`config.mk`:
```
export PLATFORM = sky130hd
export DESIGN_NAME = scrc_ctrl
export DESIGN_NICKNAME = d
export VERILOG_FILES = /design/src/rtl/scrc_pkg.sv /design/src/rtl/scrc_ctrl.sv
export SDC_FILE = /design/constraint.sdc
export NUM_CORES = 1
export LEC_CHECK = 0
export BUFFER_PORTS_ARGS = -buffer_cell sky130_fd_sc_hd__buf_4
export CAP_MARGIN = 20
export CORE_UTILIZATION = 36
export DETAILED_ROUTE_END_ITERATION = 6
export GPL_TIMING_DRIVEN = 0
export PLACE_DENSITY = 0.65
export RECOVER_POWER = 100
export REMOVE_ABC_BUFFERS = 1
export SETUP_SLACK_MARGIN = 0.15
export SYNTH_ARGS = -nofsm -noshare
export SYNTH_HDL_FRONTEND = slang
export SYNTH_SLANG_ARGS = --single-unit
```
`constraint.sdc`:
```
create_clock -name clk -period 1.2 [get_ports clk]
set_input_delay 0.06 -clock clk [delete_from_list [all_inputs] [get_ports clk]]
set_output_delay 0.06 -clock clk [all_outputs]
set_load 0.01 [all_outputs]
```
`src/rtl/scrc_pkg.sv`:
```
`timescale 1ns / 1ps
package scrc_pkg;
	localparam int ELEM_W    = 16;
	localparam int NORM_W    = 20;
	localparam int WEIGHT_W  = 9;
	localparam int PAT_W     = 2;
	localparam int CFG_IDX_W = 2;

	localparam logic [NORM_W-1:0] NORM_MAX = 20'hFFFFF;

	// register indexes
	localparam logic [CFG_IDX_W-1:0] REG_HIGH = 2'd0;
	localparam logic [CFG_IDX_W-1:0] REG_MOD  = 2'd1;
	localparam logic [CFG_IDX_W-1:0] REG_LOW  = 2'd2;

	localparam logic [NORM_W-1:0] HIGH_RST = 20'd2048;
	localparam logic [NORM_W-1:0] MOD_RST  = 20'd1229;
	localparam logic [NORM_W-1:0] LOW_RST  = 20'd410;

	// attention patterns and weights
	localparam logic [PAT_W-1:0] PAT_DENSE   = 2'd0;
	localparam logic [PAT_W-1:0] PAT_LOCAL   = 2'd1;
	localparam logic [PAT_W-1:0] PAT_STRIDED = 2'd2;
	localparam logic [PAT_W-1:0] PAT_SPARSE  = 2'd3;

	localparam logic [WEIGHT_W-1:0] WGT_DENSE   = 9'd256;
	localparam logic [WEIGHT_W-1:0] WGT_LOCAL   = 9'd205;
	localparam logic [WEIGHT_W-1:0] WGT_STRIDED = 9'd128;
	localparam logic [WEIGHT_W-1:0] WGT_SPARSE  = 9'd51;
	localparam logic [WEIGHT_W-1:0] WGT_FIRST   = 9'd256;

	// datapath operations
	typedef logic [3:0] op_t;
	localparam op_t OP_NONE     = 4'd0;
	localparam op_t OP_LOAD     = 4'd1;
	localparam op_t OP_ACCUM    = 4'd2;
	localparam op_t OP_GET_RATE = 4'd3;
	localparam op_t OP_GET_MAG  = 4'd4;
	localparam op_t OP_VOL_ZERO = 4'd5;
	localparam op_t OP_MUL      = 4'd6;
	localparam op_t OP_SPREAD   = 4'd7;
	localparam op_t OP_GET_VOL  = 4'd8;
	localparam op_t OP_RING_RD  = 4'd9;
	localparam op_t OP_PUSH     = 4'd10;
	localparam op_t OP_EMIT     = 4'd11;

	// square root operand sources
	typedef logic [1:0] sq_src_t;
	localparam sq_src_t SRC_DIFF   = 2'd0;
	localparam sq_src_t SRC_VALUE  = 2'd1;
	localparam sq_src_t SRC_SPREAD = 2'd2;

	typedef struct packed {
		op_t     op;
		logic    sq_start;
		sq_src_t sq_src;
		logic    div_start;
	} dp_cmd_t;

	typedef struct packed {
		logic has_prev;
		logic few_hist;
		logic last;
		logic sq_busy;
		logic div_busy;
		logic out_free;
	} dp_stat_t;
endpackage

```
`src/rtl/scrc_ctrl.sv`:
```
`timescale 1ns / 1ps
module scrc_ctrl import scrc_pkg::*; (
	input  logic     clk,
	input  logic     arst_n,
	input  logic     in_valid,
	output logic     in_ready,
	input  dp_stat_t stat,
	output dp_cmd_t  cmd
);
	localparam logic [3:0] S_IDLE   = 4'd0;
	localparam logic [3:0] S_ELEM   = 4'd1;
	localparam logic [3:0] S_CLOSE  = 4'd2;
	localparam logic [3:0] S_WRATE  = 4'd3;
	localparam logic [3:0] S_SQMAG  = 4'd4;
	localparam logic [3:0] S_WMAG   = 4'd5;
	localparam logic [3:0] S_VCHK   = 4'd6;
	localparam logic [3:0] S_SPREAD = 4'd7;
	localparam logic [3:0] S_SQVOL  = 4'd8;
	localparam logic [3:0] S_WVOL   = 4'd9;
	localparam logic [3:0] S_DIV    = 4'd10;
	localparam logic [3:0] S_WDIV   = 4'd11;
	localparam logic [3:0] S_RING   = 4'd12;
	localparam logic [3:0] S_PUSH   = 4'd13;
	localparam logic [3:0] S_OUT    = 4'd14;

	logic [3:0] state_q;
	logic [3:0] state_d;

	always_ff @(posedge clk or negedge arst_n) begin
		if (!arst_n)
			state_q <= S_IDLE;
		else
			state_q <= state_d;
	end

	// sequencing of element and vector end work
	always_comb begin
		state_d       = state_q;
		cmd.op        = OP_NONE;
		cmd.sq_start  = 1'b0;
		cmd.sq_src    = SRC_DIFF;
		cmd.div_start = 1'b0;
		in_ready      = 1'b0;
		unique case (state_q)
			S_IDLE: begin
				in_ready = 1'b1;
				if (in_valid) begin
					cmd.op  = OP_LOAD;
					state_d = S_ELEM;
				end
			end
			S_ELEM: begin
				cmd.op  = OP_ACCUM;
				state_d = stat.last ? S_CLOSE : S_IDLE;
			end
			S_CLOSE: begin
				if (!stat.has_prev) begin
					state_d = S_OUT;
				end else begin
					cmd.sq_start = 1'b1;
					cmd.sq_src   = SRC_DIFF;
					state_d      = S_WRATE;
				end
			end
			S_WRATE: begin
				if (!stat.sq_busy) begin
					cmd.op  = OP_GET_RATE;
					state_d = S_SQMAG;
				end
			end
			S_SQMAG: begin
				cmd.sq_start = 1'b1;
				cmd.sq_src   = SRC_VALUE;
				state_d      = S_WMAG;
			end
			S_WMAG: begin
				if (!stat.sq_busy) begin
					cmd.op  = OP_GET_MAG;
					state_d = S_VCHK;
				end
			end
			S_VCHK: begin
				if (stat.few_hist) begin
					cmd.op  = OP_VOL_ZERO;
					state_d = S_RING;
				end else begin
					cmd.op  = OP_MUL;
					state_d = S_SPREAD;
				end
			end
			S_SPREAD: begin
				cmd.op  = OP_SPREAD;
				state_d = S_SQVOL;
			end
			S_SQVOL: begin
				cmd.sq_start = 1'b1;
				cmd.sq_src   = SRC_SPREAD;
				state_d      = S_WVOL;
			end
			S_WVOL: begin
				if (!stat.sq_busy)
					state_d = S_DIV;
			end
			S_DIV: begin
				cmd.div_start = 1'b1;
				state_d       = S_WDIV;
			end
			S_WDIV: begin
				if (!stat.div_busy) begin
					cmd.op  = OP_GET_VOL;
					state_d = S_RING;
				end
			end
			S_RING: begin
				cmd.op  = OP_RING_RD;
				state_d = S_PUSH;
			end
			S_PUSH: begin
				cmd.op  = OP_PUSH;
				state_d = S_OUT;
			end
			S_OUT: begin
				if (stat.out_free) begin
					cmd.op  = OP_EMIT;
					state_d = S_IDLE;
				end
			end
			default: state_d = S_IDLE;
		endcase
	end
endmodule

```
Word level (Yosys, flattened, before mapping):

Index checks and enable logic that the tools add are counted.

* flip-flop bits (word level): 4
* input port bits: 9
* output and inout port bits: 9
* word-level logic and storage cells: 44

* equal/unequal tests: 20
* mux-type cells: 21
* reductions and logical operators: 2

Operator list (count)
* 4-bit case mux with 15 select lines: 1
* 4-bit two-way mux: 10
* 4-bit case mux with 10 select lines: 1
* 4-bit == test (second input constant): 7
* 4-bit by 3-bit == test with 1-bit output (second input constant): 4
* 2-bit inequality test (second input constant): 6
* 3-bit case mux with 3 select lines: 1
* 4-bit by 2-bit == test with 1-bit output (second input constant): 2
* 2-bit two-way mux: 3
* 3-bit two-way mux: 2
* 6-bit AND reduction: 1
* 4-bit by 1-bit == test with 1-bit output (second input constant): 1
* 4-bit logical NOT: 1
* 1-bit two-way mux: 3

Logic depth before layout (Yosys ltp):

Gate-level depths: netlist of run 1.

* depth in word-level cells: 3
* mapped depth: 6
* depth with buffers taken out: 4

Worst setup path before layout of run 1:

Ideal clock, no wire load.

* path kind: register to register
* start point: reg state_q[3]
* end point: reg state_q[0]
* library setup time: 0.126 ns
* arrival: 1.235 ns
* slack: -0.161 ns
* cell stages (with the launch flop): 6
* buffers on the path: 1
* period minus slack after synthesis: 1.361 ns
* cell sequence: dfrtp_1 -> buf_2 -> nor4_2 -> inv_1 -> o21ai_1 -> o31ai_1

* word-level cells in the longest chain between the ends: 3
* elaborated cells between the ends (all ways): 23
* classes of those cells: eq/ne (20); mux (1); reduce/logical (2)

RTL lines
* start, declared: line scrc_ctrl.sv:26 `logic [3:0] state_q;`
* start signal, assigned: line scrc_ctrl.sv:33 `state_q <= state_d;`
* 4-bit by 2-bit == test with 1-bit output (tied with other cells): line scrc_ctrl.sv:44 `unique case (state_q)`
* 2-bit inequality test (no line)
* 6-bit AND reduction (no line)

Several ways; a longest one is shown, not always the timed one.
A chain may end at the register's enable or synchronous reset.

==> flow_summary.ini, run 1 <==
[logic_synthesis]
synth_edf_count = 0
synth.avg_cell_area_um2 = 7.115
synth_top_flop_cell = dfrtp_1
synth_async_sr_flop_share_pct = 100.0
netlist_area_um2 = 590.6
yosysMostFrequentCell = nor2_1
syn_inst = 83
ys_top_cells_by_count = nor2_1 (9), nand2_1 (6), o21ai_1 (6), nor3_1 (5), o21ai_0 (5)
synth.distinct_cells = 36
synth_warnings = 0
seq_area_frac_synth_pct = 16.95
yosys.area.top_type = dfrtp_1
synth_seq_cells = 4
synth_top_area_share_pct = 16.95
synth.area.top_cells = dfrtp_1 (17%), nor2_1 (5.7%), o21ai_1 (5.1%)

[cts]
numClockSinks = 4
ctsHtreeMaxLevel = 1
ctsRootBufferMaster = clkbuf_4
clk_latency_ns = 0.23
tritoncts = built
cts.clk_slew.worst_paths_ns = 0.04
clockBufferDepth = 2
numCtsBuffers = 3

[cells_and_area]
areaGrowthSynthToFinish_pct = 69.91
post-route-util_pct = 65.85
largest_register = state_q
largest_reg_flops = 4
nets = 123
reg.largest.list = state_q (4)
final_cells = 128
drive_above_1_share_pct = 50.00
diodes = 0

[timing]
max_freq_mhz = 628.4
worst_slack_ns = -0.3914
slew_violations = 0
finalCritPeriodShare_pct = 132.6
clock_skew_ns = 0.003215
grt_setup_unrepaired = yes
fin_crit_ns = 1.591
relSlewSlack_pct = 82.80
setup_viol = 13
hold_violations = 0
worst_slew_pin_slew_ns = 0.2560

[placed_design]
hpwl_um = 916.6
dp.cells = 107
pre_cts_slack_ns = -0.7276
portBuffers = 17
gp_congestion = 0.7656

[detailed_routing]
wirelength_um = 2082
drtIter0Drc = 26
wl_per_cell_um = 16.27
ant_nets = 0
routed_via_density = 6.031
drc = 1
dr_total_vias = 772
first_pass_iters = 7

[die]
fp.coreArea_um2 = 1524
start_util_pct = 38.75
dieArea_um2 = 1806
boundaryPins = 18
row_count = 14
die_h_um = 42.50
die_x_um = 42.50

[global_route]
grt_pass1_vias = 652
grt_usage_pct = 23.43
gr-total-overflow = 0
antenna_found_initial = 0
grt_pass1_wl_um = 3180
grt_start_max_net_pins = 14

[power_and_ir_drop]
power_frac_clock_pct = 5.3
p_per_area_nw_per_um2 = 3037
swShare_pct = 44.79
power_switching_w = 0.001365
p_leak_nw = 0.4133
vdd_drop_max_v = 0.001509
power.internal_w = 0.001683
p_comb_share_pct = 79.8
pwr-share-seq_pct = 14.9

[worst_setup_path]
required_ns = 1.14
critical_path_class = flip-flop to output pin
cp-start-kind = flip-flop
arrival_ns = 1.53
crit_fanout = 3
endpoint_kind = output pin

[run]
max_cap_violations = 0

[outcome]
status = finished with violations
failed_checks = design-rule violations, negative setup slack

[hold_path]
min_path_type = input pin to flip-flop
## worst paths after layout
kind	cells past startpoint	startpoint	endpoint	slack (ns)
max in group asynchronous	2	arst_n	state_q[2]	0.79
worst max-delay path	4	state_q[1]	cmd[7]	-0.39
worst min-delay path	3	in_valid	state_q[3]	0.14
worst max register to register	6	state_q[2]	state_q[3]	-0.34
min in group asynchronous	2	arst_n	state_q[3]	0.20
worst min register to register	2	state_q[0]	state_q[0]	0.82
## kinds of logic (layout without fill, tap and decap cells)
group	after synthesis	in the layout	share of synthesized area [%]
flip-flops	4	4	16.95
multiplexers	1	1	1.695
AO/OA/AOI/OAI	30	30	34.75
AND/OR/NAND/NOR	35	35	33.05
XOR/XNOR	1	1	1.483
buffers and inverters	12	41	12.07
## layer usage
| layer | wire length (um) | up-vias | track usage (%) |
|---|---|---|---|
| met1 | 865 | 366 | 33.59 |
| met4 | 41 | 0 | 3.125 |
| met3 | 140 | 4 | 6.034 |
| met5 | 0 | - | 0 |
| met2 | 1034 | 36 | 36.00 |
| li1 | - | 366 | - |
## placed cells by master (no fill, tap or decap), types with 2 or more instances in the layout
cell and count:
buf_4 25, dfrtp_4 4, o21a_1 2, nand2_1 6
o21ai_1 6, a21oi_2 2, nor3_2 2, inv_1 2
nor3_1 3, a21oi_1 2, buf_6 4, clkbuf_4 3
nand3b_1 2, nor2_1 8, o21ai_0 4, a221o_1 2
nor2b_1 2, buf_8 2, o211ai_1 2
## final cells by class
| cell class | instances | area (um^2) |
|---|---|---|
| clock buffers | 3 | 22.52 |
| multi-input cells | 67 | 503.0 |
| inverters | 3 | 13.76 |
| well taps | 16 | 20.02 |
| flip-flops and latches | 4 | 115.1 |
| repair buffers | 35 | 329.1 |
| fillers | 126 | 520.5 |
## critical path: stages, from the launching register on
cell      delay [ns]
dfrtp_4         0.45
inv_4           0.04
or4b_1          0.52
a21boi_1        0.15
buf_4           0.14
## power by group through the flow
stage	combinational, W	sequential [W]	clock [W]
3_5_place_dp	0.00112	0.000623	0
5_1_grt	0.00261	0.000471	0.000173
6_report	0.00243	0.000454	0.000162
2_1_floorplan	0.000804	0.000509	0
3_3_place_gp	0.00111	0.000621	0
4_1_cts	0.00202	0.000426	0.000172
## what timing repair did
action                                 in CTS  in global routing
resized for setup                          23                 13
pin swaps                                   7                  7
buffers inserted                           11                  5
hold buffers                                1                  0
endpoints found under the hold margin       4                  0
cloned                                      1                  0
setup endpoints to repair                  13                 13
## through the flow
stage / area, um^2 / total power (W) / hold slack, ns / setup TNS, ns
5_1_grt: 1003 / 0.003250 / 0.1589 / -4.268
2_1_floorplan: 530.5 / 0.001313 / -0.2356 / -2.153
6_report: 1003 / 0.003048 / 0.1384 / -3.656
3_3_place_gp: 678.2 / 0.001732 / -0.1447 / -4.725
3_5_place_dp: 678.2 / 0.001746 / -0.1431 / -4.893
4_1_cts: 899.6 / 0.002621 / 0.1415 / -3.229
No activity file was read; power rests on OpenSTA's default activity.
==> run 2: changes to the inputs <==
Settings changed: REMOVE_ABC_BUFFERS 1 to default.
==> run 2 against run 1 <==
  * The run ends with negative setup slack left
  * Core utilization is 6.6 points higher
  * Clock skew rose by 0.00055 ns
  * Global-route usage up 1.2 points
  * Register-to-register slack improved by 0.10 ns
  * Count of clock-buffer cells in the layout unchanged
  * Via count is 4.0% higher
  * Maximum frequency up 1.3%
  * Power is 10% higher
  * Cell count increased by 7.8%
  * Largest cell class unchanged
  * Highest routed layer unchanged
==> flow_summary.ini, run 2 (synthesis gave the netlist of run 1 again) <==
[timing]
slew_violations = 0
setup_viol = 13
grt_setup_unrepaired = yes
max_freq_mhz = 636.5
worst_slew_pin_slew_ns = 0.3470
clock_skew_ns = 0.003762
fin_crit_ns = 1.571
hold_violations = 0
finalCritPeriodShare_pct = 130.9
worst_slack_ns = -0.3712
relSlewSlack_pct = 76.63
tns_ns = -3.092

[die]
die_x_um = 42.50
boundaryPins = 18
start_util_pct = 38.75
die_h_um = 42.50
row_count = 14
dieArea_um2 = 1806
fp.coreArea_um2 = 1524

[global_route]
grt_pass1_vias = 724
grt_start_max_net_pins = 11
antenna_found_initial = 0
grt_usage_pct = 24.67
grt_pass1_wl_um = 3387
gr-total-overflow = 0

[cts]
ctsRootBufferMaster = clkbuf_4
clockBufferDepth = 2
cts.clk_slew.worst_paths_ns = 0.03
tritoncts = built
ctsHtreeMaxLevel = 1
numClockSinks = 4
clk_latency_ns = 0.24
numCtsBuffers = 3

[placed_design]
gp_congestion = 0.8736
dpl_cell_area_um2 = 800.8
portBuffers = 17
hpwl_um = 1254

[outcome]
status = finished with violations
failed_checks = negative setup slack

[detailed_routing]
drc = 0
ant_nets = 0
drt-met1-wl_um = 915
wl_per_cell_um = 15.66
routed_via_density = 5.819
dr_total_vias = 803
wirelength_um = 2161
route.met2.wl_um = 1068
routed.top_layer = met4
first_pass_iters = 4
met3_length_um = 137
drtIter0Drc = 10

[cells_and_area]
final_common_cell = buf_4
reg.largest.list = state_q (4)
final_cell_area_um2 = 1104
largest_register = state_q
layout_common_cells = buf_4 (28), buf_6 (11), o21ai_1 (8)
nets = 133
drive_above_1_share_pct = 60.66
largest_reg_flops = 4
diodes = 0
areaGrowthSynthToFinish_pct = 86.86

[hold_path]
hold_depth = 3
min_path_type = input pin to flip-flop

[worst_setup_path]
crit_path_end = cmd[5]
timing.critical_path.from = state_q[0]
cp-start-kind = flip-flop
arrival_ns = 1.51
rr_worst_depth = 5
r2r-end = state_q[0]
crit_fanout = 3
r2r_slack_ns = -0.24
critical_path_class = flip-flop to output pin
endpoint_kind = output pin
required_ns = 1.14
reg2reg_from = state_q[0]

[run]
max_cap_violations = 0

[power_and_ir_drop]
p_leak_nw = 0.4700
p_per_area_nw_per_um2 = 3037
p_total_w = 0.003351
vdd_drop_max_v = 0.001997

[logic_synthesis]
synth.net_count = 92
==> run 2: changes by cell type in the layout (fill, tap and decap cells not counted), sizes merged <==
cell    delta
buf       +10
clkbuf     +1
bufbuf     -1
==> run 2: layout make-up <==
class,instances,area (um^2)
clock buffer,3,22.52
fill,120,420.4
inverter,3,13.76
tap,16,20.02
timing repair buffer,36,295.3
multi-input combinational,67,546.8
buffer,9,101.3
sequential,4,103.9
==> run 2: worst min path at each step <==
| stage | startpoint | end | slack (ns) |
|---|---|---|---|
| after floorplan | arst_n | state_q[0] | -0.24 |
| after global placement | arst_n | state_q[2] | -0.14 |
| after detailed placement | arst_n | state_q[0] | -0.14 |
| after CTS | arst_n | state_q[3] | 0.15 |
| after global routing | in_valid | state_q[3] | 0.18 |
| final | in_valid | state_q[2] | 0.16 |
==> run 2: metrics by stage <==
stage	hold WS [ns]	utilization, %	cells	worst slack (ns)
after global routing	0.1780	72.41	138	-0.4101
after CTS	0.1462	65.68	133	-0.3647
final	0.1586	72.41	138	-0.3712
after global placement	-0.1443	52.55	116	-0.2302
after floorplan	-0.2356	-	83	-0.08669
after detailed placement	-0.1428	52.55	116	-0.2424
==> run 2: worst max-delay path, cell delays in order (launching register included) <==
cell,delay (ns)
dfrtp_2,0.44
buf_6,0.13
and2b_1,0.21
nand3_1,0.09
a21oi_2,0.17
a221o_1,0.12
buf_4,0.11
==> run 2: layer usage <==
layer | GRT usage, % | vias to the layer above
met3 | 6.034 | 4
met4 | 3.750 | 0
met5 | 0 | -
met2 | 41.54 | 32
li1 | - | 383
met1 | 32.29 | 384
==> run 2: power breakdown <==
part           internal (W)  switching, W
Clock              0.000112     0.0000526
Combinational       0.00151       0.00138
Sequential         0.000220     0.0000815
==> run 2: repair_timing <==
item | CTS | global route
buffers inserted | 13 | 5
endpoints found under the setup margin | 13 | 13
hold buffers | 1 | 0
endpoints found under the hold margin | 4 | 0
resized for setup | 23 | 20
pin swaps | 11 | 11
